File: src/rtl/eph_pkg.sv
// Shared types, codes and constants of the edge-pair hash table.
package eph_pkg;

  localparam int unsigned CapacityDef = 1024;

  localparam logic [1:0] OpLookup = 2'd0;
  localparam logic [1:0] OpInsert = 2'd1;
  localparam logic [1:0] OpRemove = 2'd2;
  localparam logic [1:0] OpUnused = 2'd3;

  localparam logic [1:0] StFound    = 2'd0;
  localparam logic [1:0] StNotFound = 2'd1;
  localparam logic [1:0] StInserted = 2'd2;
  localparam logic [1:0] StFull     = 2'd3;

  localparam logic [63:0] HashMultA = 64'ha0761d65;
  localparam logic [63:0] HashSeed  = 64'd2685821657736338717 + 64'heb44accb;
  localparam logic [63:0] HashMultB = HashMultA ^ 64'd8;

  typedef struct packed {
    logic [1:0]  operation;
    logic [31:0] key_first;
    logic [31:0] key_second;
    logic [31:0] value_first;
    logic [31:0] value_second;
  } in_item_t;

  typedef struct packed {
    logic [1:0]  status;
    logic [9:0]  slot;
    logic [31:0] found_first;
    logic [31:0] found_second;
    logic [10:0] occupied;
  } out_item_t;

  typedef struct packed {
    logic hv;
    logic key;
    logic val;
  } wr_en_t;

endpackage

File: src/rtl/eph_hash.sv
// Multi-cycle key-pair hash: shared 32x32 multiplier for the mix and the home-slot reduction.
module eph_hash #(
  parameter int unsigned CAPACITY = eph_pkg::CapacityDef,
  localparam int unsigned SW = $clog2(CAPACITY)
) (
  input  logic          clk_i,
  input  logic          rst_ni,
  input  logic          start_i,
  input  logic [31:0]   key_first_i,
  input  logic [31:0]   key_second_i,
  output logic          done_o,
  output logic [30:0]   hash_o,
  output logic [SW-1:0] home_o
);
  import eph_pkg::*;

  localparam logic [3:0] PhIdle = 4'd0;
  localparam logic [3:0] PhM0   = 4'd1;
  localparam logic [3:0] PhM1   = 4'd2;
  localparam logic [3:0] PhFold = 4'd3;
  localparam logic [3:0] PhM2   = 4'd4;
  localparam logic [3:0] PhM3   = 4'd5;
  localparam logic [3:0] PhFin  = 4'd6;
  localparam logic [3:0] PhQuot = 4'd7;
  localparam logic [3:0] PhProd = 4'd8;
  localparam logic [3:0] PhCorr = 4'd9;

  // The quotient estimate from this reciprocal is low by at most one.
  localparam logic [31:0] Recip = 32'((64'd1 << 32) / 64'(CAPACITY));
  localparam logic [31:0] CapW  = 32'(CAPACITY);

  logic [3:0]  phase_q, phase_d;
  logic [31:0] k0_q, k1_q;
  logic [63:0] acc_q, t_q, x, s, fin;
  logic [31:0] mul_a, mul_b, y;
  logic [63:0] prod;
  logic [30:0] hash_q;
  logic [31:0] quo_q, rem_q, rem_fix;

  assign x = HashSeed ^ {32'b0, k0_q};
  assign y = k1_q ^ HashMultA[31:0];
  assign s = acc_q - (acc_q >> 32);
  assign fin = acc_q - (acc_q >> 32);

  always_comb begin
    case (phase_q)
      PhM0: begin mul_a = x[31:0];   mul_b = y; end
      PhM1: begin mul_a = x[63:32];  mul_b = y; end
      PhM2: begin mul_a = t_q[31:0]; mul_b = HashMultB[31:0]; end
      PhM3: begin mul_a = t_q[63:32]; mul_b = HashMultB[31:0]; end
      PhQuot: begin mul_a = {1'b0, hash_q}; mul_b = Recip; end
      PhProd: begin mul_a = quo_q; mul_b = CapW; end
      default: begin mul_a = 32'b0; mul_b = 32'b0; end
    endcase
  end
  assign prod = 64'(mul_a) * 64'(mul_b);

  assign rem_fix = (rem_q >= CapW) ? rem_q - CapW : rem_q;

  always_comb begin
    phase_d = phase_q;
    case (phase_q)
      PhIdle: if (start_i) phase_d = PhM0;
      PhM0:   phase_d = PhM1;
      PhM1:   phase_d = PhFold;
      PhFold: phase_d = PhM2;
      PhM2:   phase_d = PhM3;
      PhM3:   phase_d = PhFin;
      PhFin:  phase_d = PhQuot;
      PhQuot: phase_d = PhProd;
      PhProd: phase_d = PhCorr;
      PhCorr: phase_d = PhIdle;
      default: phase_d = PhIdle;
    endcase
  end

  always_ff @(posedge clk_i or negedge rst_ni) begin
    if (!rst_ni) begin
      phase_q <= PhIdle;
    end else begin
      phase_q <= phase_d;
    end
  end

  always_ff @(posedge clk_i) begin
    case (phase_q)
      PhIdle: begin
        k0_q <= key_first_i;
        k1_q <= key_second_i;
      end
      PhM0: acc_q <= prod;
      PhM1: acc_q <= acc_q + {prod[31:0], 32'b0};
      PhFold: t_q <= s ^ (s << 16);
      PhM2: acc_q <= prod;
      PhM3: acc_q <= acc_q + {prod[31:0], 32'b0};
      PhFin: hash_q <= fin[30:0];
      PhQuot: quo_q <= prod[63:32];
      PhProd: rem_q <= {1'b0, hash_q} - prod[31:0];
      default: acc_q <= acc_q;
    endcase
  end

  assign done_o = (phase_q == PhCorr);
  assign hash_o = hash_q;
  assign home_o = SW'(rem_fix);
endmodule

File: config.mk
export PLATFORM = sky130hd
export DESIGN_NAME = eph_hash
export DESIGN_NICKNAME = d
export VERILOG_FILES = /design/src/rtl/eph_pkg.sv /design/src/rtl/eph_hash.sv
export SDC_FILE = /design/constraint.sdc
export NUM_CORES = 2
export LEC_CHECK = 0
export ABC_AREA = 1
export BUFFER_PORTS_ARGS = -buffer_cell sky130_fd_sc_hd__buf_2
export CORE_MARGIN = 3
export CORE_UTILIZATION = 40
export CTS_CLUSTER_SIZE = 20
export DETAILED_ROUTE_END_ITERATION = 10
export PLACE_DENSITY = 0.62
export SLEW_MARGIN = 20
export SYNTH_ARGS = -nofsm -noshare
export SYNTH_HDL_FRONTEND = slang
export SYNTH_SLANG_ARGS = --single-unit
File: constraint.sdc
create_clock -name clk_i -period 10.4 [get_ports clk_i]
set_input_delay 0.52 -clock clk_i [delete_from_list [all_inputs] [get_ports clk_i]]
set_output_delay 0.52 -clock clk_i [all_outputs]
set_load 0.02 [all_outputs]
# ---- Word-level counts from Yosys, hierarchy flattened
# Index checks and enable logic that the tools add are counted.
# Widths: inputs -> output; s select.
dict set report classes {
  multipliers 1
  eq_ne 10
  div 0
  addsub 4
  magnitude_cmp 1
  n_mux 6
  bitwise 3
  n_reduce_logical 6
  n_shift 0
}
# op count
set ops {}
lappend ops {{$pmux 32 s6} 1}
lappend ops {{$pmux 32 s4} 1}
lappend ops {{$pmux 64 s2} 1}
lappend ops {{$add 64x64->64} 1}
lappend ops {{$mul 32x32->64} 1}
lappend ops {{$sub 64x32->64} 1}
lappend ops {{$xor 64x64->64} 1}
lappend ops {{$pmux 4 s9} 1}
lappend ops {{$ge 32x11->1 const B} 1}
lappend ops {{$sub 31x32->32} 1}
lappend ops {{$not 15->29} 1}
lappend ops {{$eq 4x3->1 const B} 4}
lappend ops {{$not 15->15} 1}
lappend ops {{$mux 10} 1}
lappend ops {{$sub 10x1->10 const B} 1}
lappend ops {{$eq 4x2->1 const B} 2}
lappend ops {{$eq 4x4->1 const B} 2}
lappend ops {{$reduce_or 2->1} 4}
lappend ops {{$eq 4x1->1 const B} 1}
lappend ops {{$logic_not 4->1} 1}
lappend ops {{$mux 4} 1}
lappend ops {{$ne 2x2->1 const B} 1}
lappend ops {{$reduce_bool 2->1} 1}
dict set report totals {
  latchBits 0
  memories 0
  ram_bits 0
  inputBits 67
  wordCells 39
  register_bits 291
  rom_bits 0
  out_inout_bits 42
}

# ---- Logic depth before layout (Yosys ltp)
dict set report depth {
  depth_word 6
  mapped_depth 49
  ltp_nobuf 46
}

# ---- Worst setup path before layout
# Ideal clock, no wire load.
dict set report synth_path {
  path_kind {flip-flop to flip-flop}
  startpoint {register phase_q[3]}
  endpoint {register acc_q[63], data pin}
  setup_ns 0.253
  setup_slack_ns 1.284
  arrival_time_ns 8.863
  synth_period_minus_slack_ns 9.116
  t_required_ns 10.147
  stages_incl_launch_ff 43
  n_path_buf 1
  path_cell_list {dfrtp_1 > nor2_1 > inv_2 > nor2_1 > inv_2 > nand2_1 > o21ai_2 > inv_1 > buf_2 > nand2_1 > fa_1 > inv_1 > fa_1 > inv_1 > fa_1 > inv_1 > fa_1 > fa_1 > (+7 left out) > ha_1 > nand2_1 > nor2_1 > inv_1 > nor3_1 > nand3_1 > nand2_1 > xnor2_1 > inv_1 > ha_1 > nand3_1 > nor2_1 > inv_1 > o21ai_0 > nand2b_1 > nand3_1 > nand3_1 > nand2_1}
}
dict set report synth_between {
  elab_chain_cells 6
  word_cells_on_any_way 15
  classes_between {add/sub (1); mul (1); eq/ne (6); mux (3); reduce/logical (4)}
}
# item line_no
set synth_rtl {}
lappend synth_rtl {{from (decl)} eph_hash.sv:32} ;# logic [3:0] phase_q, phase_d;
lappend synth_rtl {{from (signal assigned)} eph_hash.sv:79} ;# phase_q <= PhIdle;
lappend synth_rtl {{from (signal assigned)} eph_hash.sv:81} ;# phase_q <= phase_d;
lappend synth_rtl {{$eq 4x3->1 (tied with other cells)} {eph_hash.sv:46, eph_hash.sv:86}}
lappend synth_rtl {{$reduce_or 2->1 (no line)} --}
lappend synth_rtl {{$pmux 32 s4} eph_hash.sv:46} ;# case (phase_q)
lappend synth_rtl {{$mul 32x32->64} eph_hash.sv:56} ;# assign prod = 64'(mul_a) * 64'(mul_b);
lappend synth_rtl {{$add 64x64->64} {eph_hash.sv:92, eph_hash.sv:95}}
lappend synth_rtl {{$pmux 64 s2 (*)} eph_hash.sv:86} ;# case (phase_q)
lappend synth_rtl {{to (signal assigned)} eph_hash.sv:92} ;# PhM1: acc_q <= acc_q + {prod[31:0], 32'b0};
lappend synth_rtl {{to (signal assigned)} eph_hash.sv:94} ;# PhM2: acc_q <= prod;
lappend synth_rtl {{to (signal assigned)} eph_hash.sv:95} ;# PhM3: acc_q <= acc_q + {prod[31:0], 32'b0};
lappend synth_rtl {{to (decl)} eph_hash.sv:34} ;# logic [63:0] acc_q, t_q, x, s, fin;
# Every way passes the cells marked *; elsewhere a longest branch is shown, timed or not.
# A chain may end at the register's enable or synchronous reset.

# ---- Worst setup path after layout
dict set report layout_path {
  startpoint {register phase_q[2]}
  endpoint {register acc_q[62], data pin}
}
# Same word-level chain as after synthesis.

==> impl.org <==
** Floorplan
- Initial Util :: 0.4037
- Die Footprint :: 129,400 um^2
- Number of top-level pins :: around 110
- The initialized floorplan defines roughly 130 standard-cell rows.
- The region available for standard cell placement spans around 120,000 um^2.
- Die Ht :: 359.7 um
- Die boundary width :: 359.7 um

** Setup path
- Along the worst path, the maximum fanout reaches 19.
- The critical path is of the register to register type.
- Endpoint required time on the critical path :: 10,730 ps
- Worst path top cell family by delay :: adder cells
- STA classifies the critical path startpoint as a register.
- Critical path's slowest cell :: fa_1
- Kind of end point of the critical path :: register
- WP data arrival :: 10,420 ps
- Worst stage delay on the critical path :: 570 ps
- Together, buffers and inverters on the worst path number 8.
- Most frequent CP cell :: nand2_1

** Final layout
- Number of non-filler instances in the completed layout :: 8,013
- Fill count :: between 10,000 and 15,000
- Most common cell after layout, fill and taps aside :: nand2_1
- Area used by sequential logic in the layout :: 8058 um^2
- Nets :: 7,655
- In the final layout, the multi-input gates occupy 36,080 um^2.
- Antenna fix cells :: 0
- The top cell types in the final layout, fill and taps aside, are nand2_1, inv_1, fa_1, nor2_1, ha_1.
- In the final layout, the share of cells above drive strength 1 is 0.08595.
- Area growth, synth to finish :: 9.839%
- Core occupancy in the finished layout :: 0.4434

** Placed design
- Prior to clock tree synthesis, the placed netlist has a worst setup slack of 434.1 ps.
- During placement, the flow inserted port buffers numbering 108.
- Final weighted congestion in routability-driven placement :: around 0.99
- Cell count after placement :: around 7,900
- Post-DP HPWL :: 174,500 um

** Synth
- For this run, the number of Yosys warnings is 0.
- Syn_area_per_cell :: between 8 and 9 um^2
- Total standard cell area after synthesis :: 50,040 um^2
- After synthesis, the netlist uses between 50 and 60 different library cells.
- Synthesis produced 6,128 cells.
- When the netlist entered floorplanning its net count stood at 7,431.
- Sequential element share of the synthesized area :: 0.1610
- Synthesis inferred around 270 register bits.

** CTS
- Clock Root Buffer :: clkbuf_16
- TritonCTS built the clock tree.
- The clock passes through at most 3 buffers.
- TritonCTS created 35 clock buffers.
- The clock net in this run drives a total of approximately 270 sinks.
- Clock Pin Slew Worst Setup and Hold Paths :: 60 ps
- At the later pin of the worst-skew pair, clock insertion delay measures 620 ps.
- CTS built an H-tree with a depth of 2.

** Detailed routing
- The first detailed-routing pass took 7 iterations.
- Count of vias placed by the detailed router :: roughly 43,000
- Average detailed-routed wire length per instance :: between 20 and 30 um
- Antenna-violating nets left :: 0
- Via-per-instance ratio :: around 5.3
- In the routed design, unresolved DRC markers number 0.
- After the first detailed-routing iteration, the DRC count stood at 4,268.
- Final wirelength :: 203,600 um

** Global routing
- Entering global routing, the biggest net connects 66 pins.
- The number of global-route vias before repair is about 44,000.
- Antenna violations before repair :: 2
- Gr ovfl total :: 0
- For this run, the total global-route usage over all layers was measured as 0.3153.
- The first global-routing pass estimated 298,300 um of wire.

** Outcome
- Run status :: finished, final reports clean

** STA
- RSZ-0062 raised after global routing :: no
- Number of pins exceeding their max-slew limit in the final report :: 0
- Post-layout min period :: 10,090 ps
- Setup violations remaining at the end of the flow were counted as 0.
- Number of failing hold endpoints at the final stage :: 0
- PnR worst setup slack :: 313.1 ps
- Share of the cycle needed by the critical path after routing :: 0.9699
- Skew final :: 64.91 ps
- Slew Limit Headroom :: 0.2640
- Sum Neg Setup Slack :: 0 ps
- For this run, the top clock speed supported by timing is 0.09914 GHz.
- Worst slew pin tran :: between 1000 and 1500 ps

** Worst hold path
- Class of the tightest hold or removal check :: input pin to register

** Flow run
- Across the run, the number of max-cap violations was 0.
==> stage by stage <==
step / cell area (um^2) / hold slack [ps]
2_1_floorplan: 50040 / 224.4
3_3_place_gp: 53660 / 331.5
3_5_place_dp: 53660 / 331.0
4_1_cts: 54820 / 39.16
5_1_grt: 54970 / 69.09
6_report: 54970 / 78.30
==> cells by family (layout without fill, tap and decap cells) <==
| logic type | Yosys count | in the layout | synth area share |
|---|---|---|---|
| buf+inv | 1536 | 1784 | 0.1200 |
| flops | 269 | 269 | 0.1610 |
| simple gates | 2595 | 2595 | 0.2121 |
| fa+ha+maj | 1236 | 1236 | 0.4439 |
| compound gates | 379 | 379 | 0.04308 |
| xor+xnor | 113 | 113 | 0.01993 |
==> synthesized netlist by cell type (all sizes together) <==
library cell  count  area (um^2)
nand3           206         1031
a211oi            1        7.510
o21a              9        67.56
nor2            768         2952
and2             28        175.2
ha              337         4217
nor4             27        335.3
and3              2        12.51
nand2b            1        6.260
edfxtp          265         7958
nand4            27        168.9
nand2          1463         5502
clkinv            2        7.510
a32o              1        10.01
xnor2            24        210.2
or2              14        87.58
nor2b             1        6.260
buf             155        819.5
o21ai           130        710.7
a21o              8        60.06
a22o             19        166.4
a21oi           184        920.9
o211ai            7        57.55
nor3             45        241.5
xor2             89        787.0
inv            1359         5101
dfrtp             4        100.1
fa              899        18000
nor3b             1        7.510
o21bai           13        97.59
a21boi            6        45.04
clkbuf           20        75.07
nand3b           12        90.09
o22ai             1        12.51
==> sequential cells by signal (all words and copies together) (netlist names) <==
name     count
acc_q       64
hash_o      31
k0_q        32
k1_q        32
phase_q      4
quo_q       32
rem_q       10
t_q         64
==> per-layer routing <==
layer	GRT usage	up-vias	share of wire
met3	0.05205	385	0.081
met2	0.5120	1925	0.46
met1	0.4177	21450	0.41
met4	0.1364	2	0.052
li1	-	18790	-
met5	0	-	0.000054
==> final cells by class <==
cell class	count	area share
Multi-Input combinational cell	4323	0.6564
Sequential cell	269	0.1466
Inverter	1361	0.09321
Timing Repair Buffer	362	0.04571
Tap cell	1637	0.03726
Clock buffer	40	0.01646
Clock inverter	21	0.004393
==> worst register-to-register path, delay by kind of cell (launching register included) <==
| kind | cells | cell delay (ps) |
|---|---|---|
| AOI/OAI and AO/OA | 5 | 1230 |
| xor gates and xnor gates | 1 | 390 |
| adders and majority gates | 10 | 4420 |
| buffers and inverters | 8 | 1430 |
| DFF | 1 | 360 |
| and+or+nand+nor | 15 | 1920 |
==> path summary, 6_finish.rpt <==
path,startpoint,end,slack (ps),cells after the start
worst min register to register,phase_q[3],phase_q[0],520,1
worst max register to register,phase_q[2],acc_q[62],310,39
worst max-delay path,phase_q[2],acc_q[62],310,39
max in group asynchronous,rst_ni,phase_q[3],9980,2
worst min-delay path,key_second_i[24],k1_q[24],80,1
min in group asynchronous,rst_ni,phase_q[2],240,2
==> what timing repair did <==
action | 4_1_cts | 5_1_grt
gates resized for setup | 0 | 8
endpoints found under the hold margin | 4 | 0
endpoints found under the setup margin | 0 | 7
hold buffers | 1 | 0
buffers inserted | 0 | 16
Power is not shown: default switching activity piles up to over one toggle a cycle in this logic, so the estimate is an artifact.
